### src/sv/vgts_pkg.sv
// ----------------------------------------------------------------------------
// vgts_pkg
// Shared types and constants for the trilinear grid sampler.
// ----------------------------------------------------------------------------
package vgts_pkg;

  localparam int GRID_BITS = 6;
  localparam int GRID_SIZE = 64;
  localparam int FRAC_BITS = 16;
  localparam int COMP_BITS = 24;
  localparam int POS_BITS  = 22;
  localparam int EXT_BITS  = 7;
  localparam int BANK_BITS = 3 * (GRID_BITS - 1);
  localparam int WORD_BITS = 3 * COMP_BITS;
  // interpolated values stay within the node range, one guard bit suffices
  localparam int ACC_BITS  = COMP_BITS + 1;

  typedef enum logic {OP_WRITE = 1'b0, OP_SAMPLE = 1'b1} op_t;

  typedef enum logic [1:0] {
    REG_EXTENT_X = 2'd0,
    REG_EXTENT_Y = 2'd1,
    REG_EXTENT_Z = 2'd2,
    REG_SPARE    = 2'd3
  } reg_idx_t;

  typedef logic signed [COMP_BITS-1:0] comp_t;
  typedef logic [FRAC_BITS-1:0] frac_t;
  // three blend components side by side
  typedef logic [2:0][ACC_BITS-1:0] acc3_t;

  typedef struct packed {
    logic                 write_en;
    logic [BANK_BITS-1:0] write_addr;
    logic [WORD_BITS-1:0] write_data;
    logic [2:0]           write_bank;
  } grid_write_t;

  // clamp an extent register to 2..GRID_SIZE and give (extent - 1) << FRAC
  function automatic logic [POS_BITS:0] limit_of(input logic [EXT_BITS-1:0] e);
    logic [EXT_BITS-1:0] c;
    c = e;
    if (e < EXT_BITS'(2)) c = EXT_BITS'(2);
    if (e > EXT_BITS'(GRID_SIZE)) c = EXT_BITS'(GRID_SIZE);
    return {(POS_BITS + 1 - EXT_BITS)'(0), c - EXT_BITS'(1)} << FRAC_BITS;
  endfunction

  // floor-shifted linear blend lo*(1-h)+hi*h = lo + (hi-lo)*h
  function automatic logic signed [ACC_BITS-1:0] lerp(
      input logic signed [ACC_BITS-1:0] lo, input logic signed [ACC_BITS-1:0] hi,
      input frac_t h);
    logic signed [ACC_BITS+FRAC_BITS+1:0] d;
    logic signed [ACC_BITS+FRAC_BITS+1:0] s;
    d = ($signed({{(FRAC_BITS+1){hi[ACC_BITS-1]}}, hi})
       - $signed({{(FRAC_BITS+1){lo[ACC_BITS-1]}}, lo}))
       * $signed({2'b00, {(ACC_BITS-1){1'b0}}, h});
    s = ($signed({{(FRAC_BITS+1){lo[ACC_BITS-1]}}, lo}) <<< FRAC_BITS) + d;
    return ACC_BITS'(s >>> FRAC_BITS);
  endfunction

endpackage

### src/sv/vgts_lerp_stage.sv
// ----------------------------------------------------------------------------
// vgts_lerp_stage
// Registered blend of one pair along one axis, three components.
// ----------------------------------------------------------------------------
module vgts_lerp_stage
  import vgts_pkg::*;
(
  input  logic  clk,
  input  logic  en,
  input  acc3_t lo,
  input  acc3_t hi,
  input  frac_t h,
  output acc3_t q
);

  // one multiplier per component
  always_ff @(posedge clk) begin
    if (en) begin
      for (int c = 0; c < 3; c++) q[c] <= lerp(lo[c], hi[c], h);
    end
  end

endmodule

### config.mk
export PLATFORM = sky130hd
export DESIGN_NAME = vgts_lerp_stage
export DESIGN_NICKNAME = d
export VERILOG_FILES = /design/src/sv/vgts_pkg.sv /design/src/sv/vgts_lerp_stage.sv
export SDC_FILE = /design/constraint.sdc
export NUM_CORES = 2
export LEC_CHECK = 0
export ABC_AREA = 1
export CAP_MARGIN = 20
export CORE_MARGIN = 2
export CORE_UTILIZATION = 60
export DETAILED_ROUTE_END_ITERATION = 16
export DONT_BUFFER_PORTS = 1
export GPL_ROUTABILITY_DRIVEN = 0
export PLACE_DENSITY = 0.78
export SLEW_MARGIN = 25
export SYNTH_ARGS = -nofsm -noshare
export SYNTH_HDL_FRONTEND = slang
export SYNTH_SLANG_ARGS = --single-unit
### constraint.sdc
create_clock -name clk -period 20.5 [get_ports clk]
set_input_delay 0 -clock clk [delete_from_list [all_inputs] [get_ports clk]]
set_output_delay 0 -clock clk [all_outputs]
set_load 0.01 [all_outputs]
==> summary.txt <==
Outcome -> finished, final reports clean
Number of vias per cell -> 5.679
GRT Util Overall -> 36.01%
Asr flop ratio synth -> 0%
DR WL met2 -> 73.66 mm
Area of the multi-input gates -> 0.04476 mm2
Share of the synthesized area in the top cell type -> 45.72%
Worst-case clock buffer depth -> 2
Req. time, crit path -> 20.72 ns
Initial Util -> 60.38%
Post-Synthesis Cells -> 7001
Initial antenna violation count -> 2
Share of layout cells above drive strength 1 -> 3.634%
Highest clock rate -> 132.7 MHz
Worst hold slack -> 0.1737 ns
Crit-path max FO -> 11
# rows -> 111
Drt total wl -> 164.3 mm
Die area -> 0.09454 mm2
Adder-Cell Fraction of Synth Area -> 55.25%
Post-Synth XOR/XNOR Area -> 2.190%
Die height -> 307.5 um
Worst path bufs/invs -> 7
CP delay by family, top -> adder cells
I/O pin total -> 243
H-tree levels -> 3
Registers with the most flip-flops -> q x75
Mux contribution to synthesized area -> 0%
Global route overflow -> 0
M1 WL -> 59.22 mm
Wire per inst -> 20.36 um
Worst Tran Pin Value -> 1.126 ns
CP arrival -> 7.76 ns
Via count -> 45832
Synth Register Bits -> 75
Fill count -> 7843
Combinational family with the most area after synthesis -> adder cells
Ys flop type -> edfxtp_1
Crit path time final -> 7.535 ns
Worst Hold Class -> in -> reg
Vias in the first global route -> 47968
Synth Area in Compound Gates -> 4.773%
Simple-Gate Fraction of Synth Area -> 18.68%
Synth top cells by count -> inv_1 (1965), fa_1 (1262), nor2_1 (1008)
Metal3 WL -> 20.64 mm
Slowest stage delay, CP -> 0.57 ns
Clock transition at path regs -> 0.11 ns
Setup tns final -> 0 ns
Final Max Tran Viols -> 0
Resized cells post-CTS -> 0
RSZ-0062 raised after global routing -> no
Sink Count -> 75
Final setup vio count -> 0
Sequential area share after synthesis -> 4.076%
Register area -> 0.002252 mm2
Synthesized cell area -> 0.05526 mm2
Hold Path Cell Cnt -> 7
First-pass GRT wire length -> 260.4 mm
Final worst path period share -> 36.76%
Relative slew slack -> 24.95%
Synthesized area per cell -> 7.893 um2
Number of buffers created by CTS -> 9
Count leader, synth -> inv_1
CTS tree -> done
Crit start category -> primary input
Count of final hold-check violations -> 0
Nets -> 8726
Count of hold-fix buffers inserted at cts -> 2
Post-DP HPWL -> 133.7 mm
Area of the core -> 0.09152 mm2
Crit Path Class -> in -> reg
Initial DRC count -> 4632
Detailed Routing Iterations Pass 1 -> 15
Root Driver -> clkbuf_16
Hold_sp -> hi[74]
Largest Register -> q
Synth top area cells -> fa_1 (46%), inv_1 (13%), ha_1 (9.5%)
Most frequent cell on the critical path -> fa_1
Die Wd -> 307.5 um
CP max stage cell -> fa_1
Worst Setup End Kind -> flop
Syn_nets -> 8852
IO buf count -> 0
Hold endpoint -> q[74]
Largest net degree at the start of global routing -> 79
Residual DRC -> 0
Synth cell types -> 61
Synth area leader -> fa_1
Post-CTS Setup Inserts -> 0
EDFF count, synth -> 75
Top Metal Used -> met5
Max Cap Viol -> 0
Layout area overhead -> 2.590%
Synthesis Warnings -> 0
Max FFs per register -> 75
DRT antenna net count -> 0
-- how the worst max path moves through the flow --
stage	startpoint	endpoint	slack (ns)	cells after the start
after floorplan	lo[38]	q[49]	13.77	33
after global placement	hi[0]	q[23]	12.76	32
after detailed placement	hi[25]	q[49]	12.77	35
after CTS	hi[25]	q[49]	13.26	32
after global routing	lo[38]	q[49]	12.55	36
final	hi[25]	q[49]	12.96	32
-- area by class of cell --
| cell class | count | share of cell area, % |
|---|---|---|
| Timing Repair Buffer | 37 | 0.5363 |
| Sequential cell | 75 | 3.973 |
| Tap cell | 1186 | 2.618 |
| Clock buffer | 9 | 0.3973 |
| Antenna cell | 4 | 0.01766 |
| Multi-Input combinational cell | 4742 | 78.96 |
| Inverter | 2010 | 13.32 |
| Clock inverter | 7 | 0.1766 |
-- stage by stage --
stage               util, %  cell area (um2)  std cells  setup WS [ns]
floorplan                 -            55260       7001          13.77
CTS                   61.91            56660       8066          13.26
global route          61.93            56680       8068          12.55
finish                61.94            56690       8070          12.96
global placement      61.48            56270       8048          12.76
detailed placement    61.51            56300       8048          12.77
-- cell usage in the layout, fill, tap and decap left out, types with 11 or more instances in the layout --
cell,synthesis,layout
a21o_1,50,50
a21oi_1,173,173
a21oi_2,11,11
a31oi_1,29,29
buf_4,8,34
edfxtp_1,75,75
fa_1,1262,1262
ha_1,421,421
inv_1,1965,1958
inv_2,38,44
nand2_1,989,989
nand2_2,17,17
nand3_1,275,275
nand3b_1,11,11
nand4_1,28,28
nor2_1,1008,1006
nor2_2,28,30
nor2_4,11,11
nor3_1,41,41
nor4_1,12,12
o21a_1,11,11
o21ai_0,87,87
o21bai_1,37,37
or2_1,16,16
or2_2,40,40
xnor2_1,43,39
xor2_1,66,62
xor2_2,8,12
-- worst min-delay path: cells and delay by family --
kind / cells / cell delay (ns)
fa+ha+maj: 1 / 0.16
simple gates: 6 / 0.39
-- routing by layer --
metal	up-vias	global-route usage, %
li1	20071	-
met1	22303	44.46
met2	2801	56.73
met3	655	11.35
met4	2	19.15
met5	-	0
-- kinds of logic (layout without fill, tap and decap cells) --
group           after synthesis  after routing
flops                        75             75
fa+ha+maj                  1683           1683
other cells                   0              4
compound gates              440            440
xor+xnor                    124            124
simple gates               2495           2495
buf+inv                    2184           2063
Power is left out: the tool's default activity adds up to more than one toggle a clock period on the data nets, which glitch-free logic cannot reach.
